File: config.mk
export PLATFORM = sky130hd
export DESIGN_NAME = qs_div_cell
export DESIGN_NICKNAME = d
export VERILOG_FILES = /design/src/hw/rtl/qs_pkg.sv /design/src/hw/rtl/qs_div_cell.sv
export SDC_FILE = /design/constraint.sdc
export NUM_CORES = 1
export LEC_CHECK = 0
export BUFFER_PORTS_ARGS = -buffer_cell sky130_fd_sc_hd__buf_2
export CORE_UTILIZATION = 40
export CTS_CLUSTER_DIAMETER = 120
export DETAILED_ROUTE_END_ITERATION = 8
export PLACE_DENSITY = 0.71
export RECOVER_POWER = 100
export SLEW_MARGIN = 30
export SYNTH_ARGS = -nofsm -noshare
export SYNTH_HDL_FRONTEND = slang
export SYNTH_SLANG_ARGS = --single-unit
File: constraint.sdc
create_clock -name i_clk -period 3.2 [get_ports i_clk]
set_input_delay 0.32 -clock i_clk [delete_from_list [all_inputs] [get_ports i_clk]]
set_output_delay 0.32 -clock i_clk [all_outputs]
set_load 0.05 [all_outputs]
File: src/hw/rtl/qs_pkg.sv
package qs_pkg;

    // Defaults for the top level parameters.
    localparam int FRAC_BITS_DEF     = 14;
    localparam int CORDIC_STAGES_DEF = 16;

    // Internal word widths.
    localparam int CW     = 34;   // CORDIC datapath, Q30 with headroom
    localparam int SQ_W   = 63;   // square root remainder
    localparam int ROOT_W = 31;   // square root result, Q30
    localparam int DIV_QW = 34;   // weight quotient bits
    localparam int DIV_RW = 34;   // divider remainder and divisor
    localparam int DIV_MW = 33;   // divider numerator magnitude
    localparam int K_W    = 35;   // signed weight

    // 0.9999 in Q30.
    localparam logic [63:0] NEAR_LIMIT = 64'd1073634449;

    typedef logic signed [CW-1:0] t_cw;

    typedef struct packed {
        logic signed [15:0] a_w;
        logic signed [15:0] a_x;
        logic signed [15:0] a_y;
        logic signed [15:0] a_z;
        logic signed [15:0] b_w;
        logic signed [15:0] b_x;
        logic signed [15:0] b_y;
        logic signed [15:0] b_z;
        logic [14:0]        frac;
    } t_in;

    typedef struct packed {
        logic signed [15:0] r_w;
        logic signed [15:0] r_x;
        logic signed [15:0] r_y;
        logic signed [15:0] r_z;
    } t_out;

    // Operands that travel beside the long chains.
    typedef struct packed {
        logic [3:0][15:0] a;
        logic [3:0][16:0] b;
        logic [30:0]      t30;
        logic             near;
    } t_side;

    // Arctangent of 2^-idx in Q30 radians.
    function automatic t_cw atan_q30(input int idx);
        t_cw v;
        case (idx)
            0:       v = t_cw'(64'd843314857);
            1:       v = t_cw'(64'd497837829);
            2:       v = t_cw'(64'd263043837);
            3:       v = t_cw'(64'd133525159);
            4:       v = t_cw'(64'd67021687);
            5:       v = t_cw'(64'd33543516);
            6:       v = t_cw'(64'd16775851);
            7:       v = t_cw'(64'd8388437);
            8:       v = t_cw'(64'd4194283);
            9:       v = t_cw'(64'd2097149);
            default: v = (idx <= 30) ? t_cw'(64'd1 << (30 - idx)) : '0;
        endcase
        return v;
    endfunction

endpackage

File: src/hw/rtl/qs_div_cell.sv
module qs_div_cell import qs_pkg::*; #(
    parameter int BIT = 0
) (
    input  logic              i_clk,
    input  logic              i_en,
    input  logic [DIV_RW-1:0] i_rem,
    input  logic [DIV_QW-1:0] i_quo,
    input  logic [DIV_RW-1:0] i_den,
    input  logic [DIV_MW-1:0] i_num,
    output logic [DIV_RW-1:0] o_rem,
    output logic [DIV_QW-1:0] o_quo,
    output logic [DIV_RW-1:0] o_den,
    output logic [DIV_MW-1:0] o_num
);

    logic [DIV_RW-1:0] r_rem;
    logic [DIV_QW-1:0] r_quo;
    logic [DIV_RW-1:0] r_den;
    logic [DIV_MW-1:0] r_num;
    logic              dbit;
    logic [DIV_RW-1:0] trial;

    // The dividend is the numerator shifted up by thirty places.
    if (BIT >= 30) begin : g_num_bit
        assign dbit = i_num[BIT-30];
    end else begin : g_zero_bit
        assign dbit = 1'b0;
    end

    assign trial = {i_rem[DIV_RW-2:0], dbit};

    // One restoring step: one quotient bit.
    always_ff @(posedge i_clk) begin
        if (i_en) begin
            r_den <= i_den;
            r_num <= i_num;
            if (trial >= i_den) begin
                r_rem <= trial - i_den;
                r_quo <= i_quo | (DIV_QW'(1) << BIT);
            end else begin
                r_rem <= trial;
                r_quo <= i_quo;
            end
        end
    end

    assign o_rem = r_rem;
    assign o_quo = r_quo;
    assign o_den = r_den;
    assign o_num = r_num;

endmodule

After elaboration in Yosys (flattened, before gate mapping)
Cells that the tools add are included.

word-level totals
  bits in registers = 135
  output and inout port bits = 135
  word-level logic and storage cells = 9

operators by class
  add/sub/neg operators = 1
  magnitude comparators = 1
  multiplexer cells = 1

operators with widths
  cell              number
  $ge A34 B34 Y1    1
  $mux W34          1
  $sub A34 B34 Y34  1

Longest topological paths before layout
  word-level depth = 2
  gate-level depth with buffers = 13
  mapped depth without buffers = 10

Least setup slack after synthesis
Ideal clock, no wire load.

  path kind = input to register
  start point = input port i_den[26]
  end point = register r_rem[10] (netlist: o_rem[10]), data pin
  arrival time = 2.560 ns
  data required time = 2.940 ns
  slack = 0.380 ns
  cell stages on the path = 12
  path buffers = 3
  cell sequence = inv_1 ha_1 buf_2 and4_1 nand3_1 or4_1 o31ai_1 a21oi_1 buf_6 nand2_8 buf_12 mux2_4

between the ends
  longest elaborated chain between the ends = 2

RTL lines
  item                  RTL line           RTL
  start, declared       qs_div_cell.sv:8   input logic [DIV_RW-1:0] i_den,
  $ge A34 B34 Y1        qs_div_cell.sv:37  if (trial >= i_den) begin
  $mux W34              qs_div_cell.sv:37
  end signal, assigned  qs_div_cell.sv:38  r_rem <= trial - i_den;
  end signal, assigned  qs_div_cell.sv:41  r_rem <= trial;
  end, declared         qs_div_cell.sv:16  logic [DIV_RW-1:0] r_rem;

Every way passes these cells.
A chain may end at the register's enable or synchronous reset.

Worst setup path in the final report
  start point = input port i_den[14]
  end point = register r_rem[28] (netlist: o_rem[28]), data pin

between the ends
  longest elaborated chain between the ends = 2
  elaborated cells between the ends (all ways) = 3
  those cells by class = add/sub: 1; order compare: 1; mux: 1

RTL lines
  item                                                       RTL line
  $sub A34 B34 Y34 / $ge A34 B34 Y1 (equally long branches)  qs_div_cell.sv:38, qs_div_cell.sv:37
  $mux W34 *                                                 qs_div_cell.sv:37

Mark *: on every way between the ends. The rest lies on a longest branch, timed or not.

==> flow_summary.json <==
{
  "grt_max_degree": 57,
  "num-nets-final": 972,
  "layout-drive-gt1-share_pct": 22.29,
  "clockRootBuffer": "clkbuf_16",
  "row_count": 46,
  "worst_slew_pin_slew_ns": 2.432,
  "synth_cell_types": 51,
  "failed_checks": "max-capacitance violations, max-slew violations",
  "die_h_microns": 131.2,
  "hp-class": "in2reg",
  "holdBufCountCts": 0,
  "drc_errors": 0,
  "critPathTopFamily": "simple AND/OR/NAND/NOR gates",
  "ant_nets": 0,
  "drtPass1Iterations": 4,
  "crit_path_end_kind": "register",
  "path_clk_slew_ns": 0.06,
  "ios": 272,
  "slew_violations": 53,
  "gp_congestion": 0.8312,
  "postCtsSetupRepairBufs": 0,
  "grt_pass1_wl_mm": 27.30,
  "syn_avg_cell_area_sq_um": 13.23,
  "crit_fanout": 11,
  "syn_inst": 505,
  "grt_pass1_vias": 4990,
  "rsz0062_at_grt": "false",
  "dp_hpwl_mm": 13.75,
  "ys_seq_area_share_pct": 60.70,
  "min_period_over_period_pct": 87.78,
  "instances_no_fill": 1028,
  "h-tree-depth": 4,
  "start_util_pct": 41.44,
  "cts_buffers": 17,
  "clockBufferDepth": 2,
  "synthFlopType": "edfxtp_1",
  "design.core.area_sq_um": 16120,
  "synth_area_sq_um": 6679,
  "ctsResizeCount": 0,
  "fin_tns_setup_ns": 0,
  "ys_warn_count": 0,
  "fmaxAchievable_mhz": 356.0,
  "start_kind": "input port",
  "async_reset_ff_share_pct": 0,
  "cpPeakStageDelay_ns": 0.50,
  "slew_headroom_pct": -62.13,
  "drtIter0Drc": 375,
  "synth_enable_flop_cells": 135,
  "placed_cells": 997,
  "critical_path_class": "in2reg",
  "worstPathCellList": "clkbuf_1 > inv_1 > ha_1 > and2_0 > nand3_1 > or4_1 > o31ai_1 > a21oi_1 > and2_4 > o41ai_1",
  "ir_worst_vdd_mv": 0.3451,
  "finalSetupViolations": 0,
  "mostFrequentLayoutCells": "clkbuf_1 (151), edfxtp_1 (135), buf_2 (119)",
  "fin_crit_ns": 2.809,
  "arrival_ns": 3.02,
  "grtUsageTotal_pct": 21.01,
  "post_drt_via_cell_ratio": 4.936,
  "die_x_microns": 131.2,
  "antenna_found_initial": 0,
  "status": "finished, violations left",
  "cp_slowest_cell": "or4_1",
  "crit_buf_inv": 2,
  "power.density_nw_per_um2": 642.1,
  "final_common_cell": "clkbuf_1",
  "worstPathRequired_ns": 3.41,
  "grt_overflow": 0,
  "maxCapViolations": 1,
  "area_delta_synth_final_pct": 30.07,
  "portBuffers": 270,
  "die_area_sq_um": 17220,
  "synth_seq_cells": 135,
  "synth.net_count": 677,
  "wl_mm": 17.92,
  "routedWlPerCell_microns": 17.43,
  "num_antenna_cells": 0,
  "hold_viol": 0,
  "cts_sinks": 135,
  "p_leak_uw": 0.003588,
  "via_count": 5074,
  "cts_tree": "done"
}
[kinds of logic (layout without fill, tap and decap cells)]
logic type                 count (synthesis)  count (layout)  synth area share, %
AOI/OAI and AO/OA                        122             122                11.52
and+or+nand+nor                          100             100                7.887
adders and majority gates                 35              35                6.669
DFF                                      135             135                60.70
muxes                                     24              24                5.170
buffers and inverters                     61             368                4.384
xor gates and xnor gates                  28              28                3.672
[layout make-up]
| class | count | area [sq um] |
|---|---|---|
| well taps | 216 | 270.3 |
| clock inverters | 14 | 166.4 |
| multi-input cells | 309 | 2253 |
| repair buffers | 294 | 1356 |
| inverters | 43 | 161.4 |
| clock buffers | 17 | 425.4 |
| flip-flops and latches | 135 | 4054 |
| fillers | 1514 | 7428 |
[per-layer routing]
layer / vias up / GRT usage (%) / share of wire (%)
met5: - / 0 / 0
li1: 2484 / - / -
met3: 25 / 5.247 / 6.9
met4: 0 / 8.693 / 2.0
met2: 214 / 34.52 / 48
met1: 2351 / 26.37 / 43
[synth_stat cells, types with 2 or more instances]
master	number	area, sq um
edfxtp_1	135	4054
inv_1	43	161.4
a21oi_1	39	195.2
ha_1	34	425.4
o21ai_0	27	135.1
nor2_1	21	78.83
a21o_1	20	150.1
mux2_4	20	300.3
nand2_1	20	75.07
nand3_1	18	90.09
xnor2_1	18	157.7
xor2_1	10	87.58
nand4_1	8	50.05
o21a_1	7	52.55
buf_2	5	25.02
clkbuf_1	5	18.77
nand2b_1	5	31.28
nor2b_1	5	31.28
nor3_1	5	25.02
o31ai_1	5	37.54
mux2_2	4	45.04
o211ai_1	4	30.03
a211o_1	3	26.28
and3_1	3	18.77
and4_1	3	26.28
o21bai_1	3	22.52
or4_1	3	22.52
a211oi_1	2	15.01
a31oi_1	2	12.51
and2_1	2	12.51
buf_12	2	40.04
buf_4	2	15.01
buf_6	2	22.52
clkbuf_2	2	10.01
o2111ai_1	2	17.52
[metrics by stage]
stage	power [uW]	utilization [%]	hold slack [ns]	area [sq um]	worst slack [ns]
global route	5792	53.91	0.05615	8687	0.2101
floorplan	3312	-	0.4189	6679	0.3800
detailed placement	3722	51.93	0.4984	8368	0.06928
CTS	5713	55.60	0.05769	8960	0.5142
finish	5578	53.91	0.06872	8687	0.3911
global placement	3704	51.93	0.4967	8368	0.1187
[final timing paths]
kind                  startpoint                   to  slack, ns  cells past startpoint
worst min-delay path   i_num[11]  o_num[11]$_DFFE_PP_       0.07                      1
worst max-delay path   i_den[14]  o_rem[28]$_DFFE_PP_       0.39                     10
[report_power, final]
part | internal (uW) | leakage [uW] | switching (uW)
clock | 1170 | 0.000282 | 814
sequential | 2150 | 0.00132 | 40.4
combinational | 369 | 0.00199 | 1040
[flip-flops by register name (all words and copies together) (netlist names)]
| name | cells |
|---|---|
| o_num | 33 |
| o_rem | 34 |
| o_den | 34 |
| o_quo | 34 |
Note: power is estimated with default switching activity, not from simulation.
