===== src/hw/rtl/qs_pkg.sv =====
package qs_pkg;

    // Defaults for the top level parameters.
    localparam int FRAC_BITS_DEF     = 14;
    localparam int CORDIC_STAGES_DEF = 16;

    // Internal word widths.
    localparam int CW     = 34;   // CORDIC datapath, Q30 with headroom
    localparam int SQ_W   = 63;   // square root remainder
    localparam int ROOT_W = 31;   // square root result, Q30
    localparam int DIV_QW = 34;   // weight quotient bits
    localparam int DIV_RW = 34;   // divider remainder and divisor
    localparam int DIV_MW = 33;   // divider numerator magnitude
    localparam int K_W    = 35;   // signed weight

    // 0.9999 in Q30.
    localparam logic [63:0] NEAR_LIMIT = 64'd1073634449;

    typedef logic signed [CW-1:0] t_cw;

    typedef struct packed {
        logic signed [15:0] a_w;
        logic signed [15:0] a_x;
        logic signed [15:0] a_y;
        logic signed [15:0] a_z;
        logic signed [15:0] b_w;
        logic signed [15:0] b_x;
        logic signed [15:0] b_y;
        logic signed [15:0] b_z;
        logic [14:0]        frac;
    } t_in;

    typedef struct packed {
        logic signed [15:0] r_w;
        logic signed [15:0] r_x;
        logic signed [15:0] r_y;
        logic signed [15:0] r_z;
    } t_out;

    // Operands that travel beside the long chains.
    typedef struct packed {
        logic [3:0][15:0] a;
        logic [3:0][16:0] b;
        logic [30:0]      t30;
        logic             near;
    } t_side;

    // Arctangent of 2^-idx in Q30 radians.
    function automatic t_cw atan_q30(input int idx);
        t_cw v;
        case (idx)
            0:       v = t_cw'(64'd843314857);
            1:       v = t_cw'(64'd497837829);
            2:       v = t_cw'(64'd263043837);
            3:       v = t_cw'(64'd133525159);
            4:       v = t_cw'(64'd67021687);
            5:       v = t_cw'(64'd33543516);
            6:       v = t_cw'(64'd16775851);
            7:       v = t_cw'(64'd8388437);
            8:       v = t_cw'(64'd4194283);
            9:       v = t_cw'(64'd2097149);
            default: v = (idx <= 30) ? t_cw'(64'd1 << (30 - idx)) : '0;
        endcase
        return v;
    endfunction

endpackage


===== src/hw/rtl/qs_sqrt_cell.sv =====
module qs_sqrt_cell import qs_pkg::*; #(
    parameter int BIT = 0
) (
    input  logic              i_clk,
    input  logic              i_en,
    input  logic [SQ_W-1:0]   i_rem,
    input  logic [ROOT_W-1:0] i_root,
    output logic [SQ_W-1:0]   o_rem,
    output logic [ROOT_W-1:0] o_root
);

    logic [SQ_W-1:0]   r_rem;
    logic [ROOT_W-1:0] r_root;
    logic [SQ_W-1:0]   trial;

    // Trial subtrahend (2*root + 2^bit) * 2^bit for one root bit.
    assign trial = (SQ_W'(i_root) << (BIT + 1)) + (SQ_W'(1) << (2 * BIT));

    always_ff @(posedge i_clk) begin
        if (i_en) begin
            if (i_rem >= trial) begin
                r_rem  <= i_rem - trial;
                r_root <= i_root | (ROOT_W'(1) << BIT);
            end else begin
                r_rem  <= i_rem;
                r_root <= i_root;
            end
        end
    end

    assign o_rem  = r_rem;
    assign o_root = r_root;

endmodule


===== config.mk =====
export PLATFORM = sky130hd
export DESIGN_NAME = qs_sqrt_cell
export DESIGN_NICKNAME = d
export VERILOG_FILES = /design/src/hw/rtl/qs_pkg.sv /design/src/hw/rtl/qs_sqrt_cell.sv
export SDC_FILE = /design/constraint.sdc
export NUM_CORES = 1
export LEC_CHECK = 0
export ABC_AREA = 1
export BUFFER_PORTS_ARGS = -buffer_cell sky130_fd_sc_hd__buf_2
export CAP_MARGIN = 20
export CORE_ASPECT_RATIO = 1.1
export CORE_UTILIZATION = 40
export CTS_CLUSTER_DIAMETER = 150
export DETAILED_ROUTE_END_ITERATION = 12
export GPL_TIMING_DRIVEN = 0
export PLACE_DENSITY = 0.67
export RECOVER_POWER = 50
export SYNTH_ARGS = -nofsm -noshare
export SYNTH_HDL_FRONTEND = slang
export SYNTH_SLANG_ARGS = --single-unit

===== constraint.sdc =====
create_clock -name i_clk -period 4.3 [get_ports i_clk]
set_input_delay 0.43 -clock i_clk [delete_from_list [all_inputs] [get_ports i_clk]]
set_output_delay 0.43 -clock i_clk [all_outputs]
set_load 0.02 [all_outputs]

After elaboration in Yosys (flattened, before gate mapping) --
Index checks and enable logic that the tools add are counted. Widths: inputs -> output; s select.
Operators by class: add/sub/neg operators 2, muxes and demuxes 1, order comparisons 1
Operators by type and width (number):
- $ge 63x33->1 | 1
- $mux 63 | 1
- $sub 63x33->63 | 1
- $add 32x1->33 const B | 1
Storage, ports and cells: output and inout port bits 94, bits in registers 94, input port bits 96

Depth between registers and ports, before layout --
Gate-level depths: netlist of the first run.
word-level depth 3, depth in mapped cells 16

Worst setup path before layout of the first run --
Ideal clock, no wire load.
path type input port to flip-flop, from in i_root[4], to reg r_root[0] (netlist: o_root[0]) (data pin), path slack 2.048 ns, cell stages on the path 16, buffers on the path 2, library setup time 0.256 ns, arrival 1.996 ns, cells stage by stage inv_1 > ha_1 > nand2_1 > inv_1 > a21oi_1 > nand2_1 > nand2_1 > nand2_2 > nand2_2 > nand2_2 > nand2_2 > nand2_4 > inv_2 > buf_6 > buf_6 > nand2_1
Between the ends: word-level cells in the longest chain between the ends 2
RTL lines:
- start: declaration | line qs_sqrt_cell.sv:7 | input logic [ROOT_W-1:0] i_root,
- $add 32x1->33 | line qs_sqrt_cell.sv:17 | assign trial = (SQ_W'(i_root) << (BIT + 1)) + (SQ_W'(1) << (2 * BIT));
- $ge 63x33->1 | line qs_sqrt_cell.sv:21 | if (i_rem >= trial) begin
- end signal: assignment | line qs_sqrt_cell.sv:23 | r_root <= i_root | (ROOT_W'(1) << BIT);
- end signal: assignment | line qs_sqrt_cell.sv:26 | r_root <= i_root;
- end: declaration | line qs_sqrt_cell.sv:13 | logic [ROOT_W-1:0] r_root;
Every way passes these cells. A chain may end at the register's enable or synchronous reset.

Final worst setup path of the first run --
from in i_root[30], to reg r_rem[36] (netlist: o_rem[36]) (data pin)
Between the ends: word-level cells in the longest chain between the ends 3, elaborated cells on any way between the ends 4, those cells by class add/sub (2); order compare (1); mux (1)
RTL lines:
- $add 32x1->33 * | line qs_sqrt_cell.sv:17
- $sub 63x33->63 / $ge 63x33->1 (equally long branches) | line qs_sqrt_cell.sv:22, qs_sqrt_cell.sv:21
- $mux 63 * | line qs_sqrt_cell.sv:21
- end signal: assignment | line qs_sqrt_cell.sv:22 | r_rem <= i_rem - trial;
- end signal: assignment | line qs_sqrt_cell.sv:25 | r_rem <= i_rem;
- end: declaration | line qs_sqrt_cell.sv:12 | logic [SQ_W-1:0] r_rem;
Every way passes the cells marked *; elsewhere a longest branch is shown, timed or not.

==> flow_metrics.py, run 1 <==
metrics = {
    "final_layout": {
        "num-fill-cells": 1912,
        "nets": 1464,
        "final_layout_size_suffix_gt1_share_pct": 16.1,
        "area_delta_synth_final_pct": 20.6,
        "antenna_cells": 0,
    },
    "setup_path": {
        "crit_chain": "clkbuf_1, inv_1, ha_1, nand2_2, nor2_4, nand2_2, nor3_2, nand3_1, nand2_1, inv_2, nand2_4, inv_2, buf_2, a21oi_1",
        "cp_data_required_time_ns": 4.47,
        "cp_data_arrival_time_ns": 2.75,
        "start_kind": "primary input",
        "end_kind": "flop",
        "cp_top_family": "simple AND/OR/NAND/NOR gates",
        "critical_path_class": "primary input to flop",
        "cp_max_fo": 10,
        "critPathMaxStageDelay_ns": 0.43,
        "worst-path-buf-inv": 5,
        "slowest_stage": "ha_1",
    },
    "run_status": {
        "status": "finished with violations",
        "violations": "capacitance limit, slew limit",
    },
    "synth": {
        "avgSynthCellArea_sq_um": 6.62,
        "yosysMostFrequentCell": "nand2_1",
        "synth_edf_count": 94,
        "synth_common_cells": "nand2_1, inv_1, nor2_1",
        "synthCells": 1134,
        "synth.cell_area_sq_mm": 0.00750,
        "synth_cell_types": 30,
        "synth_ff_type": "edfxtp_1",
        "synth.net_count": 1263,
        "synth-seq-cells": 94,
        "synth_area_leader_cell": "edfxtp_1",
        "synth_area_leaders": "edfxtp_1, nand2_1, inv_1",
        "async_flop_share_pct": 0,
        "yosys_warnings": 0,
        "yosysSeqAreaShare_pct": 37.6,
        "yosysTopAreaCellShare_pct": 37.6,
    },
    "routing": {
        "wl_met1_um": 10300,
        "firstDrtPassIters": 5,
        "vias": 7404,
        "top_layer_used": "met5",
        "detail_route.wirelength_um": 22700,
        "final_antenna_net_count": 0,
        "met3_length_um": 1170,
        "vias_per_cell": 4.68,
        "post_drt_wl_per_cell_um": 14.3,
        "route.detailed.drc": 0,
        "drtIter0Drc": 385,
        "wl_met2_um": 10800,
    },
    "timing": {
        "min_period_over_period_pct": 60.1,
        "tightestPinTransition_ns": 2.32,
        "relSlewSlack_pct": -54.5,
        "setup_viol_count_final": 0,
        "max_freq_mhz": 387,
        "fin_tns_setup_ns": 0,
        "fin_crit_ns": 2.58,
        "finalMaxSlewViolations": 39,
        "hold_viol": 0,
        "rsz0062_at_grt": "false",
        "holdWs_ns": 0.257,
    },
    "floorplanning": {
        "rows": 52,
        "die_area_sq_mm": 0.0193,
        "start_util_pct": 40.8,
        "core_area_sq_mm": 0.0184,
        "die_w_um": 133,
        "die_h_um": 146,
        "ios": 190,
    },
    "clocking": {
        "cts_buffers": 9,
        "post_cts_resized": 0,
        "cts-htree-levels": 3,
        "cts_buffer_depth": 2,
        "clk_pin_slew_ns": 0.07,
        "cts_tree": "done",
        "holdBufCountCts": 0,
        "root_buffer": "clkbuf_16",
        "cts_sinks": 94,
        "cts_setup_buffers": 0,
    },
    "placement": {
        "gp_congestion": 0.943,
        "hpwlAfterDp_um": 19000,
        "io_buffers": 189,
    },
    "power": {
        "p_per_area_mw_per_mm2": 309,
        "p_leak_nw": 4.68,
        "ir_worst_vdd_uv": 184,
    },
    "hold_path": {
        "hold_path_class": "primary input to flop",
        "min_path_cells": 1,
        "min_to": "o_root[9]$_DFFE_PP_",
        "hp-start": "i_root[9]",
    },
    "grt": {
        "antenna_found_initial": 1,
        "grt_pass1_wl_um": 35100,
        "overflow": 0,
        "grt_max_degree": 57,
        "grt_pass1_vias": 6773,
        "grtUsageTotal_pct": 23.7,
    },
    "job": {
        "drv_cap": 1,
    },
}
## cells in the final DEF (no fill, tap or decap), types with 6 or more instances in the layout
master | netlist | routed
nand4_1 | 6 | 6
buf_2 | 7 | 165
nand3_1 | 55 | 55
clkbuf_16 | 0 | 9
nor3_1 | 16 | 16
clkbuf_1 | 0 | 33
nor2_1 | 126 | 126
edfxtp_1 | 94 | 94
inv_1 | 208 | 208
nand2_2 | 8 | 8
nand3b_1 | 6 | 6
a21oi_2 | 9 | 9
xor2_1 | 26 | 26
a21oi_1 | 38 | 38
nand2_1 | 470 | 470
ha_1 | 32 | 32
## flip-flops by register name, summed over array words and instances, names as in the netlist
name	cells
o_rem	63
o_root	31
## per-stage QoR
step                area, sq um  total power, mW  setup WS [ns]  util (%)  instances
global placement           8750             1.96           1.39      47.5       1566
finish                     9050             2.80           1.72      49.1       1582
global route               9050             2.93           1.56      49.1       1582
CTS                        9090             2.82           1.74      49.4       1582
detailed placement         8780             1.97           1.37      47.7       1567
floorplan                  7500             1.68           2.05         -       1134
## worst max-delay path by stage
stage / startpoint / to / depth (start not counted)
finish: i_root[30] / o_rem[36]$_DFFE_PP_ / 14
global route: i_root[8] / o_rem[36]$_DFFE_PP_ / 14
floorplan: i_root[4] / o_root[0]$_SDFFCE_PP1P_ / 16
detailed placement: i_root[30] / o_rem[40]$_DFFE_PP_ / 14
global placement: i_root[29] / o_rem[41]$_DFFE_PP_ / 14
CTS: i_root[30] / o_rem[40]$_DFFE_PP_ / 14
## area by class of cell
class / instances / area [sq um] / share of cell area (%)
Sequential cell: 94 / 2820 / 31.2
Clock inverter: 4 / 72.6 / 0.802
Timing Repair Buffer: 190 / 935 / 10.3
Clock buffer: 11 / 233 / 2.57
Multi-Input combinational cell: 818 / 3820 / 42.3
Tap cell: 243 / 304 / 3.36
Inverter: 213 / 800 / 8.84
Buffer: 9 / 57.6 / 0.636
## routing by layer
layer	vias up	GRT usage, %
met1	3271	30.9
li1	3889	-
met2	216	40.3
met3	26	3.17
met5	-	0
met4	2	7.99
## cell families (layout without fill, tap and decap cells)
| kind of cell | after synthesis | in the layout | synth area share, % |
|---|---|---|---|
| and+or+nand+nor | 702 | 702 | 37.9 |
| adders and majority gates | 33 | 33 | 5.60 |
| DFF | 94 | 94 | 37.6 |
| buffers and inverters | 222 | 427 | 11.4 |
| AOI/OAI and AO/OA | 56 | 56 | 4.32 |
| xor gates and xnor gates | 27 | 27 | 3.15 |
## power breakdown
part	switching [mW]	total (mW)	internal [mW]
Combinational	0.539	0.792	0.252
Clock	0.347	0.852	0.506
Sequential	0.0213	1.15	1.13
Total	0.907	2.80	1.89
Note: power is estimated with default switching activity, not from simulation.
==> inputs of run 2 (changes only) <==
==> constraint.sdc (replaced) <==
create_clock -name i_clk -period 2.45 [get_ports i_clk]
set_input_delay 0.245 -clock i_clk [delete_from_list [all_inputs] [get_ports i_clk]]
set_output_delay 0.245 -clock i_clk [all_outputs]
set_load 0.02 [all_outputs]
==> flow_metrics.py, run 2 (same netlist as run 1, synthesis figures left out) <==
metrics = {
    "setup_path": {
        "end_kind": "flop",
        "crit_chain": "clkbuf_1, inv_1, ha_2, nand2_2, nor2_4, nand2_2, nor3_2, nand3_1, nand2_1, inv_2, nand2_4, inv_2, buf_2, a21oi_1",
        "start_kind": "primary input",
        "slowest_stage": "ha_2",
        "critical_path_class": "primary input to flop",
        "cp_max_fo": 10,
        "endpoint": "o_rem[41]$_DFFE_PP_",
        "cp_data_required_time_ns": 2.63,
        "critPathMaxStageDelay_ns": 0.41,
        "startpoint": "i_root[30]",
        "cp_data_arrival_time_ns": 2.48,
    },
    "clocking": {
        "cts_buffers": 9,
        "cts_tree": "done",
        "clk_pin_slew_ns": 0.07,
        "root_buffer": "clkbuf_16",
        "cts_buffer_depth": 2,
        "cts-htree-levels": 3,
        "cts_sinks": 94,
    },
    "timing": {
        "relSlewSlack_pct": 10.4,
        "setup_viol_count_final": 0,
        "fin_crit_ns": 2.30,
        "min_period_over_period_pct": 93.8,
        "finalMaxSlewViolations": 0,
        "fin_tns_setup_ns": 0,
        "rsz0062_at_grt": "false",
        "setup_slack_ns": 0.153,
        "hold_viol": 0,
        "tightestPinTransition_ns": 1.34,
        "max_freq_mhz": 435,
    },
    "final_layout": {
        "regArea_sq_mm": 0.00282,
        "num-fill-cells": 1907,
        "finalInstanceArea_sq_mm": 0.00904,
        "multiInputGateArea_sq_mm": 0.00384,
        "fin_util_pct": 49.1,
        "final_cell_mix": "nand2_1, inv_1, buf_2",
        "nets": 1463,
        "area_delta_synth_final_pct": 20.5,
        "mostFrequentLayoutCell": "nand2_1",
        "final_cells": 1581,
        "largest_reg_flops": 63,
        "antenna_cells": 0,
        "final_layout_size_suffix_gt1_share_pct": 17.0,
    },
    "placement": {
        "placed_cell_area_sq_mm": 0.00878,
        "hpwlAfterDp_um": 19000,
        "gp_congestion": 0.943,
        "place_inst": 1567,
        "pre_cts_ws_ns": -0.293,
        "io_buffers": 189,
    },
    "job": {
        "drv_cap": 0,
    },
    "grt": {
        "grt_max_degree": 57,
        "grt_pass1_wl_um": 35100,
        "grtUsageTotal_pct": 23.7,
        "overflow": 0,
        "grt_pass1_vias": 6773,
        "grtUsageMet1_pct": 30.9,
        "gr-max-usage-layer": "met2",
        "gr-usage-met2_pct": 40.3,
        "met3_usage_pct": 3.17,
        "antenna_found_initial": 1,
    },
    "floorplanning": {
        "start_util_pct": 40.8,
        "ios": 190,
        "die_h_um": 146,
        "core_area_sq_mm": 0.0184,
        "rows": 52,
        "die_w_um": 133,
        "die_area_sq_mm": 0.0193,
    },
    "routing": {
        "detail_route.wirelength_um": 22700,
        "route.detailed.drc": 0,
        "post_drt_wl_per_cell_um": 14.4,
        "vias": 7419,
        "vias_per_cell": 4.69,
        "drtIter0Drc": 373,
        "final_antenna_net_count": 0,
        "firstDrtPassIters": 6,
    },
    "hold_path": {
        "hold_path_class": "primary input to flop",
        "min_path_cells": 1,
    },
    "power": {
        "p_leak_nw": 4.69,
        "p_per_area_mw_per_mm2": 543,
        "ir_worst_vdd_uv": 315,
    },
    "run_status": {
        "status": "completed",
    },
}
run 2: cell types whose count changed in the layout (fill, tap and decap cells not counted), sizes merged:
cell | previous run | this run
clkbuf | 42 | 37
buf | 168 | 172
run 2: critical path: cells and delay by family:
| kind | cells | cell delay (ns) |
|---|---|---|
| compound gates | 1 | 0.22 |
| simple gates | 7 | 1.03 |
| fa+ha+maj | 1 | 0.41 |
| buf+inv | 5 | 0.55 |
run 2: what timing repair did:
item | CTS | global route
gates resized for setup | 0 | 7
setup buffers | 0 | 0
endpoints found under the setup margin | 0 | 17
hold buffers | 0 | 0
run 2: final cells by class:
cell class | count | area share, %
Clock inverter | 4 | 0.802
Clock buffer | 11 | 2.57
Sequential cell | 94 | 31.2
Tap cell | 243 | 3.36
Multi-Input combinational cell | 818 | 42.5
Timing Repair Buffer | 190 | 10.2
Buffer | 8 | 0.539
Inverter | 213 | 8.84
run 2: power by group:
group / internal [mW] / total, mW / switching (mW)
clock: 0.888 / 1.50 / 0.608
sequential: 1.99 / 2.03 / 0.0373
combinational: 0.443 / 1.39 / 0.947
total: 3.32 / 4.91 / 1.59
run 2: per-stage QoR:
stage	hold slack, ns	total power [mW]
floorplan	0.344	2.95
global placement	0.437	3.44
detailed placement	0.437	3.46
CTS	0.0690	4.95
global route	0.0663	5.14
finish	0.0728	4.91
run 2: layer usage:
metal  routed length [um]  part of all wire [%]  up-vias
met5                   13                 0.057        -
met4                  587                   2.6        2
met3                 1310                   5.8       31
met2                10700                    47      220
met1                10200                    45     3277
li1                     -                     -     3889
run 2: how the worst min path moves through the flow:
| stage | to | slack (ns) | start |
|---|---|---|---|
| after floorplan | o_root[10]$_DFFE_PP_ | 0.34 | i_root[10] |
| after global placement | o_root[5]$_DFFE_PP_ | 0.44 | i_root[5] |
| after detailed placement | o_root[19]$_DFFE_PP_ | 0.44 | i_root[19] |
| after CTS | o_root[9]$_DFFE_PP_ | 0.07 | i_root[9] |
| after global routing | o_root[26]$_DFFE_PP_ | 0.07 | i_root[26] |
| final | o_root[9]$_DFFE_PP_ | 0.07 | i_root[9] |
==> inputs of run 3 (changes only) <==
==> constraint.sdc (replaced) <==
create_clock -name i_clk -period 2.45 [get_ports i_clk]
set_input_delay 0.1225 -clock i_clk [delete_from_list [all_inputs] [get_ports i_clk]]
set_output_delay 0.1225 -clock i_clk [all_outputs]
set_load 0.02 [all_outputs]
==> flow_metrics.py, run 3 (same netlist as run 1, synthesis figures left out) <==
metrics = {
    "final_layout": {
        "final_cell_mix": "nand2_1, inv_1, buf_2",
        "antenna_cells": 0,
        "final_layout_size_suffix_gt1_share_pct": 16.1,
        "nets": 1494,
        "largest_reg_flops": 63,
        "fin_util_pct": 50.8,
        "finalInstanceArea_sq_mm": 0.00935,
        "num-fill-cells": 1893,
        "mostFrequentLayoutCell": "nand2_1",
        "area_delta_synth_final_pct": 24.7,
    },
    "grt": {
        "grtUsageTotal_pct": 24.1,
        "grtUsageMet1_pct": 31.4,
        "overflow": 0,
        "antenna_found_initial": 1,
        "grt_max_degree": 57,
        "gr-max-usage-layer": "met2",
        "met3_usage_pct": 3.10,
        "gr-usage-met2_pct": 41.0,
        "grt_pass1_wl_um": 35800,
        "grt_pass1_vias": 6904,
    },
    "routing": {
        "drtIter0Drc": 394,
        "final_antenna_net_count": 0,
        "detail_route.wirelength_um": 23100,
        "vias": 7574,
        "firstDrtPassIters": 5,
        "vias_per_cell": 4.70,
        "post_drt_wl_per_cell_um": 14.3,
        "route.detailed.drc": 0,
    },
    "clocking": {
        "cts_buffers": 9,
        "cts_buffer_depth": 2,
        "clk_pin_slew_ns": 0.07,
        "post_cts_resized": 0,
        "cts_sinks": 94,
        "cts_tree": "done",
        "cts-htree-levels": 3,
        "root_buffer": "clkbuf_16",
    },
    "setup_path": {
        "cp_data_required_time_ns": 2.62,
        "critPathMaxStageDelay_ns": 0.42,
        "cp_data_arrival_time_ns": 2.42,
        "worst-path-buf-inv": 5,
        "cp_top_family": "simple AND/OR/NAND/NOR gates",
        "start_kind": "primary input",
        "cp_max_fo": 10,
        "crit_chain": "buf_2, inv_1, ha_1, nand2_1, nor2_2, inv_2, o21ai_1, nor2_1, nand2_2, nand2_2, nand2_4, inv_2, buf_2, a21oi_1",
        "critical_path_class": "primary input to flop",
        "slowest_stage": "ha_1",
        "end_kind": "flop",
    },
    "placement": {
        "hpwlAfterDp_um": 19000,
        "gp_congestion": 0.943,
        "placed_cell_area_sq_mm": 0.00878,
        "io_buffers": 189,
    },
    "timing": {
        "max_freq_mhz": 444,
        "fin_tns_setup_ns": 0,
        "relSlewSlack_pct": -56.5,
        "tightestPinTransition_ns": 2.35,
        "setup_viol_count_final": 0,
        "finalMaxSlewViolations": 39,
        "rsz0062_at_grt": "false",
        "fin_crit_ns": 2.25,
        "min_period_over_period_pct": 92.0,
        "hold_viol": 0,
    },
    "floorplanning": {
        "die_w_um": 133,
        "die_area_sq_mm": 0.0193,
        "ios": 190,
        "die_h_um": 146,
        "start_util_pct": 40.8,
        "core_area_sq_mm": 0.0184,
        "rows": 52,
    },
    "job": {
        "drv_cap": 1,
    },
    "hold_path": {
        "hold_path_class": "primary input to flop",
    },
    "power": {
        "ir_worst_vdd_uv": 324,
        "p_leak_nw": 4.82,
        "p_per_area_mw_per_mm2": 530,
    },
    "run_status": {
        "status": "finished with violations",
        "violations": "capacitance limit, slew limit",
    },
}
run 3: cell count changes in the layout (fill, tap and decap cells not counted), moves of 2 or more:
cell / change
dlygate4sd3_1: +30
a21oi_1: +3
a21oi_2: -3
clkbuf_1: +3
clkbuf_2: -2
ha_1: +2
ha_2: -2
run 3: per-stage QoR:
stage	total power, mW	instances	hold WS, ns	setup slack [ns]
2_1_floorplan	2.95	1134	0.221	0.505
6_report	4.96	1612	0.0463	0.196
3_3_place_gp	3.44	1566	0.314	-0.148
4_1_cts	4.99	1612	0.0441	0.212
3_5_place_dp	3.46	1567	0.314	-0.170
5_1_grt	5.19	1612	0.0537	0.0454
run 3: what timing repair did:
action	4_1_cts	5_1_grt
buffers inserted	0	0
hold endpoints to repair	30	0
hold buffers	30	0
run 3: cell type report:
cell class              instances  area, sq um  share of cell area [%]
plain buffers                   9         57.6                   0.615
multi-input cells             818         3820                    40.9
clock buffers                  11          233                    2.49
repair buffers                220         1240                    13.3
clock inverters                 4         72.6                   0.776
inverters                     213          800                    8.55
flip-flops and latches         94         2820                    30.2
well taps                     243          304                    3.25
run 3: report_power, final:
group,switching (mW),internal [mW]
registers,0.0376,1.99
logic,0.955,0.475
clock network,0.613,0.888
total,1.61,3.35
run 3: layer usage:
layer  share of wire, %  vias to the layer above
met2                 47                      227
met3                5.2                       28
met5              0.056                        -
li1                   -                     3949
met1                 45                     3368
met4                2.2                        2
run 3: worst paths after layout:
path,start,end,slack (ns),cells past startpoint
setup / recovery,i_root[29],o_rem[36]$_DFFE_PP_,0.20,14
hold / removal,i_rem[7],o_rem[7]$_DFFE_PP_,0.05,3
